File: src/sv/hsvrgb_pkg.sv
// Shared widths, constants, sector codes, stage payload types and helpers for HSV to RGB.
package hsvrgb_pkg;

   // field widths
   localparam int HueW    = 9;
   localparam int ChanW   = 8;
   localparam int SectorW = 4;
   localparam int RemW    = 6;
   localparam int ProdW   = 2 * ChanW;

   // arithmetic constants
   localparam int HueSectorDeg = 60;
   localparam int FullScale    = 255;
   localparam int MaxSector    = (2 ** HueW - 1) / HueSectorDeg;

   // hue sector codes; anything else takes the magenta-to-red assignment
   localparam logic [SectorW-1:0] SectorRedYellow    = 4'd0;
   localparam logic [SectorW-1:0] SectorYellowGreen  = 4'd1;
   localparam logic [SectorW-1:0] SectorGreenCyan    = 4'd2;
   localparam logic [SectorW-1:0] SectorCyanBlue     = 4'd3;
   localparam logic [SectorW-1:0] SectorBlueMagenta  = 4'd4;

   // after hue split
   typedef struct packed {
      logic [SectorW-1:0] sector;
      logic [ChanW-1:0]   frac;
      logic [ChanW-1:0]   sat;
      logic [ChanW-1:0]   val;
   } split_type;

   // products of saturation and brightness terms
   typedef struct packed {
      logic [SectorW-1:0] sector;
      logic [ChanW-1:0]   val;
      logic [ProdW-1:0]   sat_frac;
      logic [ProdW-1:0]   sat_rfrac;
      logic [ProdW-1:0]   val_rsat;
   } prod_type;

   // scaled terms after the first divide by 255
   typedef struct packed {
      logic [SectorW-1:0] sector;
      logic [ChanW-1:0]   val;
      logic [ChanW-1:0]   sf;
      logic [ChanW-1:0]   srf;
      logic [ChanW-1:0]   p;
   } scale_type;

   // products for q and t
   typedef struct packed {
      logic [SectorW-1:0] sector;
      logic [ChanW-1:0]   val;
      logic [ChanW-1:0]   p;
      logic [ProdW-1:0]   q_prod;
      logic [ProdW-1:0]   t_prod;
   } mix_type;

   typedef struct packed {
      logic [ChanW-1:0] red;
      logic [ChanW-1:0] green;
      logic [ChanW-1:0] blue;
   } rgb_type;

   // hue / 60 as a count of sector boundaries at or below hue
   function automatic logic [SectorW-1:0] hue_sector(input logic [HueW-1:0] hue);
      logic [SectorW-1:0] s;
      s = '0;
      for (int i = 1; i <= MaxSector; i++) begin
         if (32'(hue) >= 32'(i * HueSectorDeg)) s = SectorW'(i);
      end
      return s;
   endfunction

   // floor(x / 255) for x up to 255*255: (x + (x >> 8) + 1) >> 8
   function automatic logic [ChanW-1:0] div255(input logic [ProdW-1:0] x);
      logic [ProdW:0] sum;
      sum = {1'b0, x} + (ProdW+1)'(x[ProdW-1:ChanW]) + (ProdW+1)'(1);
      return sum[ProdW-1:ChanW];
   endfunction

endpackage

File: src/sv/hsvrgb_if.sv
// Valid/ready channel interfaces for HSV requests and RGB results.
interface hsvrgb_req_if;
   logic                        valid;
   logic                        ready;
   logic [hsvrgb_pkg::HueW-1:0]  hue;
   logic [hsvrgb_pkg::ChanW-1:0] saturation;
   logic [hsvrgb_pkg::ChanW-1:0] brightness;

   modport source (output valid, hue, saturation, brightness, input ready);
   modport sink (input valid, hue, saturation, brightness, output ready);
endinterface

interface hsvrgb_rsp_if;
   logic                        valid;
   logic                        ready;
   logic [hsvrgb_pkg::ChanW-1:0] red;
   logic [hsvrgb_pkg::ChanW-1:0] green;
   logic [hsvrgb_pkg::ChanW-1:0] blue;

   modport source (output valid, red, green, blue, input ready);
   modport sink (input valid, red, green, blue, output ready);
endinterface

File: src/sv/hsvrgb_hue_split.sv
// Stage 1: split hue into sector and scaled remainder.
module hsvrgb_hue_split (
   input  logic                         clock,
   input  logic                         reset,
   input  logic                         advance,
   input  logic                         valid_in,
   input  logic [hsvrgb_pkg::HueW-1:0]  hue,
   input  logic [hsvrgb_pkg::ChanW-1:0] sat,
   input  logic [hsvrgb_pkg::ChanW-1:0] val,
   output logic                         valid_ff,
   output hsvrgb_pkg::split_type        data_ff
);

   logic [hsvrgb_pkg::SectorW-1:0] sector;
   logic [hsvrgb_pkg::HueW-1:0]    sector_base;
   logic [hsvrgb_pkg::HueW-1:0]    rem_wide;
   logic [hsvrgb_pkg::RemW-1:0]    rem;
   logic [hsvrgb_pkg::RemW+3:0]    rem_x17;
   hsvrgb_pkg::split_type          data_in;

   // remainder times 255/60 equals remainder times 17/4
   always_comb begin
      sector      = hsvrgb_pkg::hue_sector(hue);
      sector_base = hsvrgb_pkg::HueW'(32'(sector) * 32'(hsvrgb_pkg::HueSectorDeg));
      rem_wide    = hue - sector_base;
      rem         = rem_wide[hsvrgb_pkg::RemW-1:0];
      rem_x17     = {rem, 4'b0000} + (hsvrgb_pkg::RemW+4)'(rem);
      data_in.sector = sector;
      data_in.frac   = rem_x17[hsvrgb_pkg::RemW+3:2];
      data_in.sat    = sat;
      data_in.val    = val;
   end

   always_ff @(posedge clock) begin
      if (reset) begin
         valid_ff <= 1'b0;
      end else if (advance) begin
         valid_ff <= valid_in;
      end
   end

   always_ff @(posedge clock) begin
      if (advance) begin
         data_ff <= data_in;
      end
   end

endmodule

File: src/sv/hsvrgb_scale.sv
// Stages 2 and 3: saturation products, then floor division by 255.
module hsvrgb_scale (
   input  logic                  clock,
   input  logic                  reset,
   input  logic                  advance,
   input  logic                  valid_in,
   input  hsvrgb_pkg::split_type data_in,
   output logic                  valid_ff,
   output hsvrgb_pkg::scale_type data_ff
);

   logic                   prod_valid_ff;
   hsvrgb_pkg::prod_type   prod_in;
   hsvrgb_pkg::prod_type   prod_ff;
   hsvrgb_pkg::scale_type  scale_in;

   // s*f, s*(255-f), v*(255-s)
   always_comb begin
      prod_in.sector    = data_in.sector;
      prod_in.val       = data_in.val;
      prod_in.sat_frac  = data_in.sat * data_in.frac;
      prod_in.sat_rfrac = data_in.sat * (hsvrgb_pkg::ChanW'(hsvrgb_pkg::FullScale) - data_in.frac);
      prod_in.val_rsat  = data_in.val * (hsvrgb_pkg::ChanW'(hsvrgb_pkg::FullScale) - data_in.sat);
   end

   // divide each product by 255
   always_comb begin
      scale_in.sector = prod_ff.sector;
      scale_in.val    = prod_ff.val;
      scale_in.sf     = hsvrgb_pkg::div255(prod_ff.sat_frac);
      scale_in.srf    = hsvrgb_pkg::div255(prod_ff.sat_rfrac);
      scale_in.p      = hsvrgb_pkg::div255(prod_ff.val_rsat);
   end

   always_ff @(posedge clock) begin
      if (reset) begin
         prod_valid_ff <= 1'b0;
         valid_ff      <= 1'b0;
      end else if (advance) begin
         prod_valid_ff <= valid_in;
         valid_ff      <= prod_valid_ff;
      end
   end

   always_ff @(posedge clock) begin
      if (advance) begin
         prod_ff <= prod_in;
         data_ff <= scale_in;
      end
   end

endmodule

File: src/sv/hsvrgb_mix.sv
// Stages 4 and 5: q and t products, divide by 255, sector channel select.
module hsvrgb_mix (
   input  logic                  clock,
   input  logic                  reset,
   input  logic                  advance,
   input  logic                  valid_in,
   input  hsvrgb_pkg::scale_type data_in,
   output logic                  valid_ff,
   output hsvrgb_pkg::rgb_type   rgb_ff
);

   logic                          mix_valid_ff;
   hsvrgb_pkg::mix_type           mix_in;
   hsvrgb_pkg::mix_type           mix_ff;
   logic [hsvrgb_pkg::ChanW-1:0]  q;
   logic [hsvrgb_pkg::ChanW-1:0]  t;
   hsvrgb_pkg::rgb_type           rgb_in;

   // v*(255 - s*f/255) and v*(255 - s*(255-f)/255)
   always_comb begin
      mix_in.sector = data_in.sector;
      mix_in.val    = data_in.val;
      mix_in.p      = data_in.p;
      mix_in.q_prod = data_in.val * (hsvrgb_pkg::ChanW'(hsvrgb_pkg::FullScale) - data_in.sf);
      mix_in.t_prod = data_in.val * (hsvrgb_pkg::ChanW'(hsvrgb_pkg::FullScale) - data_in.srf);
   end

   // final scale and channel assignment per sector
   always_comb begin
      q = hsvrgb_pkg::div255(mix_ff.q_prod);
      t = hsvrgb_pkg::div255(mix_ff.t_prod);
      case (mix_ff.sector)
         hsvrgb_pkg::SectorRedYellow: begin
            rgb_in = '{red: mix_ff.val, green: t, blue: mix_ff.p};
         end
         hsvrgb_pkg::SectorYellowGreen: begin
            rgb_in = '{red: q, green: mix_ff.val, blue: mix_ff.p};
         end
         hsvrgb_pkg::SectorGreenCyan: begin
            rgb_in = '{red: mix_ff.p, green: mix_ff.val, blue: t};
         end
         hsvrgb_pkg::SectorCyanBlue: begin
            rgb_in = '{red: mix_ff.p, green: q, blue: mix_ff.val};
         end
         hsvrgb_pkg::SectorBlueMagenta: begin
            rgb_in = '{red: t, green: mix_ff.p, blue: mix_ff.val};
         end
         // magenta to red, and out-of-range hues
         default: begin
            rgb_in = '{red: mix_ff.val, green: mix_ff.p, blue: q};
         end
      endcase
   end

   always_ff @(posedge clock) begin
      if (reset) begin
         mix_valid_ff <= 1'b0;
         valid_ff     <= 1'b0;
      end else if (advance) begin
         mix_valid_ff <= valid_in;
         valid_ff     <= mix_valid_ff;
      end
   end

   always_ff @(posedge clock) begin
      if (advance) begin
         mix_ff <= mix_in;
         rgb_ff <= rgb_in;
      end
   end

endmodule

File: src/sv/hsv_to_rgb_converter_core.sv
// HSV to RGB converter top level: five-stage pipeline with valid/ready channels.
// A request passes through the split, product, scale, mix and output registers in turn.
// Throughput: one request per cycle; the whole pipe holds while the last stage is stalled.
// Rate is set by the pipelined stages: hue split, two multiply stages, two divide stages.
// Reset (synchronous, active high) clears the stage valid bits; payload is not reset.
module hsv_to_rgb_converter_core (
   input logic          clock,
   input logic          reset,
   hsvrgb_req_if.sink   req_chan,
   hsvrgb_rsp_if.source rsp_chan
);

   logic                  advance;
   logic                  split_valid;
   hsvrgb_pkg::split_type split_data;
   logic                  scale_valid;
   hsvrgb_pkg::scale_type scale_data;
   logic                  out_valid;
   hsvrgb_pkg::rgb_type   out_rgb;

   // pipe moves when the output register is empty or being drained
   assign advance        = !out_valid || rsp_chan.ready;
   assign req_chan.ready = advance;

   hsvrgb_hue_split u_split (
      .clock    (clock),
      .reset    (reset),
      .advance  (advance),
      .valid_in (req_chan.valid),
      .hue      (req_chan.hue),
      .sat      (req_chan.saturation),
      .val      (req_chan.brightness),
      .valid_ff (split_valid),
      .data_ff  (split_data)
   );

   hsvrgb_scale u_scale (
      .clock    (clock),
      .reset    (reset),
      .advance  (advance),
      .valid_in (split_valid),
      .data_in  (split_data),
      .valid_ff (scale_valid),
      .data_ff  (scale_data)
   );

   hsvrgb_mix u_mix (
      .clock    (clock),
      .reset    (reset),
      .advance  (advance),
      .valid_in (scale_valid),
      .data_in  (scale_data),
      .valid_ff (out_valid),
      .rgb_ff   (out_rgb)
   );

   assign rsp_chan.valid = out_valid;
   assign rsp_chan.red   = out_rgb.red;
   assign rsp_chan.green = out_rgb.green;
   assign rsp_chan.blue  = out_rgb.blue;

endmodule
File: src/flat_wrapper.sv
// flat-port wrapper written by rule: the top's interface ports become plain ports
module hsv_to_rgb_converter_core_flat 
  (clock, reset, req_chan_valid, req_chan_hue, req_chan_saturation, req_chan_brightness, req_chan_ready, rsp_chan_valid, rsp_chan_red, rsp_chan_green, rsp_chan_blue, rsp_chan_ready);
  hsvrgb_req_if req_chan_i ();
  hsvrgb_rsp_if rsp_chan_i ();
  input logic clock;
  input logic reset;
  input wire logic [$bits(req_chan_i.valid)-1:0] req_chan_valid;
  input wire logic [$bits(req_chan_i.hue)-1:0] req_chan_hue;
  input wire logic [$bits(req_chan_i.saturation)-1:0] req_chan_saturation;
  input wire logic [$bits(req_chan_i.brightness)-1:0] req_chan_brightness;
  output wire logic [$bits(req_chan_i.ready)-1:0] req_chan_ready;
  output wire logic [$bits(rsp_chan_i.valid)-1:0] rsp_chan_valid;
  output wire logic [$bits(rsp_chan_i.red)-1:0] rsp_chan_red;
  output wire logic [$bits(rsp_chan_i.green)-1:0] rsp_chan_green;
  output wire logic [$bits(rsp_chan_i.blue)-1:0] rsp_chan_blue;
  input wire logic [$bits(rsp_chan_i.ready)-1:0] rsp_chan_ready;
  assign req_chan_i.valid = req_chan_valid;
  assign req_chan_i.hue = req_chan_hue;
  assign req_chan_i.saturation = req_chan_saturation;
  assign req_chan_i.brightness = req_chan_brightness;
  assign req_chan_ready = req_chan_i.ready;
  assign rsp_chan_valid = rsp_chan_i.valid;
  assign rsp_chan_red = rsp_chan_i.red;
  assign rsp_chan_green = rsp_chan_i.green;
  assign rsp_chan_blue = rsp_chan_i.blue;
  assign rsp_chan_i.ready = rsp_chan_ready;
  hsv_to_rgb_converter_core u_core (.clock(clock), .reset(reset), .req_chan(req_chan_i), .rsp_chan(rsp_chan_i));
endmodule
File: config.mk
export PLATFORM = sky130hd
export DESIGN_NAME = hsv_to_rgb_converter_core_flat
export DESIGN_NICKNAME = d
export VERILOG_FILES = /design/src/sv/hsvrgb_pkg.sv /design/src/sv/hsvrgb_if.sv /design/src/sv/hsvrgb_hue_split.sv /design/src/sv/hsvrgb_scale.sv /design/src/sv/hsvrgb_mix.sv /design/src/sv/hsv_to_rgb_converter_core.sv /design/src/flat_wrapper.sv
export SDC_FILE = /design/constraint.sdc
export NUM_CORES = 1
export LEC_CHECK = 0
export ABC_CLOCK_PERIOD_IN_PS = 6400
export BUFFER_PORTS_ARGS = -buffer_cell sky130_fd_sc_hd__buf_2
export CAP_MARGIN = 20
export CELL_PAD_IN_SITES_DETAIL_PLACEMENT = 2
export CELL_PAD_IN_SITES_GLOBAL_PLACEMENT = 2
export CORE_MARGIN = 2
export CORE_UTILIZATION = 43
export DETAILED_ROUTE_END_ITERATION = 6
export GPL_TIMING_DRIVEN = 0
export MAX_ROUTING_LAYER = met4
export PLACE_DENSITY_LB_ADDON = 0.1
export SLEW_MARGIN = 20
export SYNTH_ARGS = -nofsm -noshare
export SYNTH_HDL_FRONTEND = slang
export SYNTH_SLANG_ARGS = --single-unit
File: constraint.sdc
create_clock -name clock -period 6.4 [get_ports clock]
set_input_delay 0.64 -clock clock [delete_from_list [all_inputs] [get_ports clock]]
set_output_delay 0.64 -clock clock [all_outputs]
set_load 0.02 [all_outputs]
==> out/qor.yml <==
status: "complete, no violations"
r2r_start: "u_core.u_scale.data_ff[29]"
post_cts_resized: 0
hold_violations: 0
min-delay-start: "req_chan_brightness[0]"
fmax_ghz: 0.184
path_delay_family: "adder cells"
drc_errors: 0
synth.top_cell.area_share: 0.310
yosys_warnings: 0
path_buf_inv: 4
via_count: 13400
max_slew.worst_pin.slew_ns: 0.718
required_ns: 6.70
initial_core_util: 0.437
die_width_um: 216
core-area_um2: 44400
clock_latency_ns: 0.57
routed_wirelength_mm: 51.3
synth_top_area_cell: "edfxtp_1"
avgSynthCellArea_um2: 10.6
setup_viol: 0
wl_per_cell_um: 20.4
crit_start: "u_core.u_scale.data_ff[29]"
rows: 77
dr.pass1.iters: 4
rsz0062_at_grt: "false"
grt_pass1_vias: 15600
clockBufferDepth: 3
die_h_um: 216
synth.distinct_cells: 65
grt_pass1_wl_mm: 84.1
relSlewSlack: 0.521
cts.clk_slew.worst_paths_ns: 0.06
ys_async_sr_fraction: 0
die_area_um2: 46800
cp_cell_sequence: "clkbuf_1 > nand2b_1 > fa_1 > fa_1 > inv_1 > ha_1 > inv_1 > fa_1 > inv_1 > ha_1 > a21oi_1 > o211ai_1 > a21oi_1 > o21bai_1 > a211oi_1 > a21oi_1 > xnor2_1"
grt_overflow: 0
skew_ns: 0.0172
track_usage: 0.234
cts_num_sinks: 205
ys_seq_area_frac: 0.315
ant_nets: 0
synth_most_common_cell: "inv_1"
startpoint_type: "register"
io_pins: 55
crit_slowest_cell: "edfxtp_1"
fin_nets: 2351
antenna_cells: 0
syn_inst: 1829
cts_hold_buf: 0
synth_area_um2: 19400
cp_slowest_stage_delay_ns: 0.57
crit_arrival_ns: 5.74
fin_crit_sh: 0.850
cts_setup_buffers: 0
synthTopCellsByCount: "inv_1 (293), ha_1 (227), edfxtp_1 (200)"
drt_first_iter_violations: 462
gp_congestion: 0.814
yosys_most_used_dff: "edfxtp_1"
grt_max_degree: 108
drv_cap: 0
ys_seq_elements: 205
cts_root_buffer: "clkbuf_16"
vias_per_cell: 5.30
synth-edff-count: 200
layout-drive-gt1-share: 0.0627
setup-tns-final_ns: 0
cp_max_fo: 10
synth.area.top_cells: "edfxtp_1 (31%), fa_1 (19%), ha_1 (15%)"
min_period_ns: 5.44
syn_nets: 2270
utilization: 0.479
slew_violations: 0
cts_tree: "built"
area_delta_synth_final_pct: 9.70
antenna_found_initial: 0
io_buffers: 52
htree_num_levels: 1
end_kind: "register"
critPathKind: "reg -> reg"
hp-class: "in -> reg"
holdWs_ns: 0.249
hpwl_mm: 40.6
cts_buffers: 26
-- kinds of logic after synthesis --
kind of cell | synth area share
AOI/OAI and AO/OA | 0.0793
xor gates and xnor gates | 0.0392
adders and majority gates | 0.338
buffers and inverters | 0.0656
DFF | 0.315
muxes | 0.00413
and+or+nand+nor | 0.159
-- flip-flops by register name (all words and copies together), names as in the netlist, 24 cells and up --
register / flops
u_core.u_scale.data_ff: 36
u_core.u_mix.mix_ff: 52
u_core.u_split.data_ff: 28
u_core.u_scale.prod_ff: 60
u_core.u_mix.rgb_ff: 24
-- per-layer routing --
| layer | GRT usage | routed length, um | part of all wire | vias up |
|---|---|---|---|---|
| met5 | - | 0 | 0 | - |
| met4 | 0.0578 | 1220 | 0.024 | 0 |
| met3 | 0.0189 | 1010 | 0.020 | 55 |
| met2 | 0.429 | 27200 | 0.53 | 152 |
| met1 | 0.279 | 21900 | 0.43 | 6937 |
| li1 | - | - | - | 6221 |
-- final cells by class --
type	instances	area [um^2]
clock inverters	9	88.8
multi-input cells	1286	12000
clock buffers	38	757
flip-flops and latches	205	6110
fillers	4594	23100
well taps	592	741
repair buffers	53	288
inverters	293	1110
plain buffers	45	173
-- layout by cell type (no fill, tap or decap), drive strengths merged, types with 9 or more instances in the layout --
| cell | n |
|---|---|
| o21ai | 39 |
| clkbuf | 83 |
| and2 | 36 |
| inv | 293 |
| a211oi | 9 |
| o221ai | 16 |
| nor2b | 174 |
| buf | 53 |
| a22oi | 14 |
| xor2 | 22 |
| fa | 185 |
| nor2 | 84 |
| xnor2 | 64 |
| nand2b | 104 |
| nor3 | 22 |
| o211ai | 9 |
| nand2 | 92 |
| ha | 227 |
| o21a | 13 |
| a21oi | 64 |
| nand3 | 24 |
| edfxtp | 200 |
-- worst paths after layout --
check | to | slack [ns] | cells past startpoint
worst min-delay path | u_core.u_split.data_ff[0] | 0.25 | 1
worst max register to register | u_core.u_mix.mix_ff[15] | 0.96 | 17
worst max-delay path | u_core.u_mix.mix_ff[15] | 0.96 | 17
worst min register to register | u_core.u_scale.data_ff[24] | 0.42 | 0
-- metrics by stage --
step	instances	instance area, um^2	worst slack, ns
3_5_place_dp	2474	20400	0.858
2_1_floorplan	1829	19400	0.926
3_3_place_gp	2473	20400	-1.41
5_1_grt	2521	21300	0.612
6_report	2521	21300	0.959
4_1_cts	2521	21300	0.883
Power is left out: the tool's default activity adds up to more than one toggle a clock period on the data nets, which glitch-free logic cannot reach.
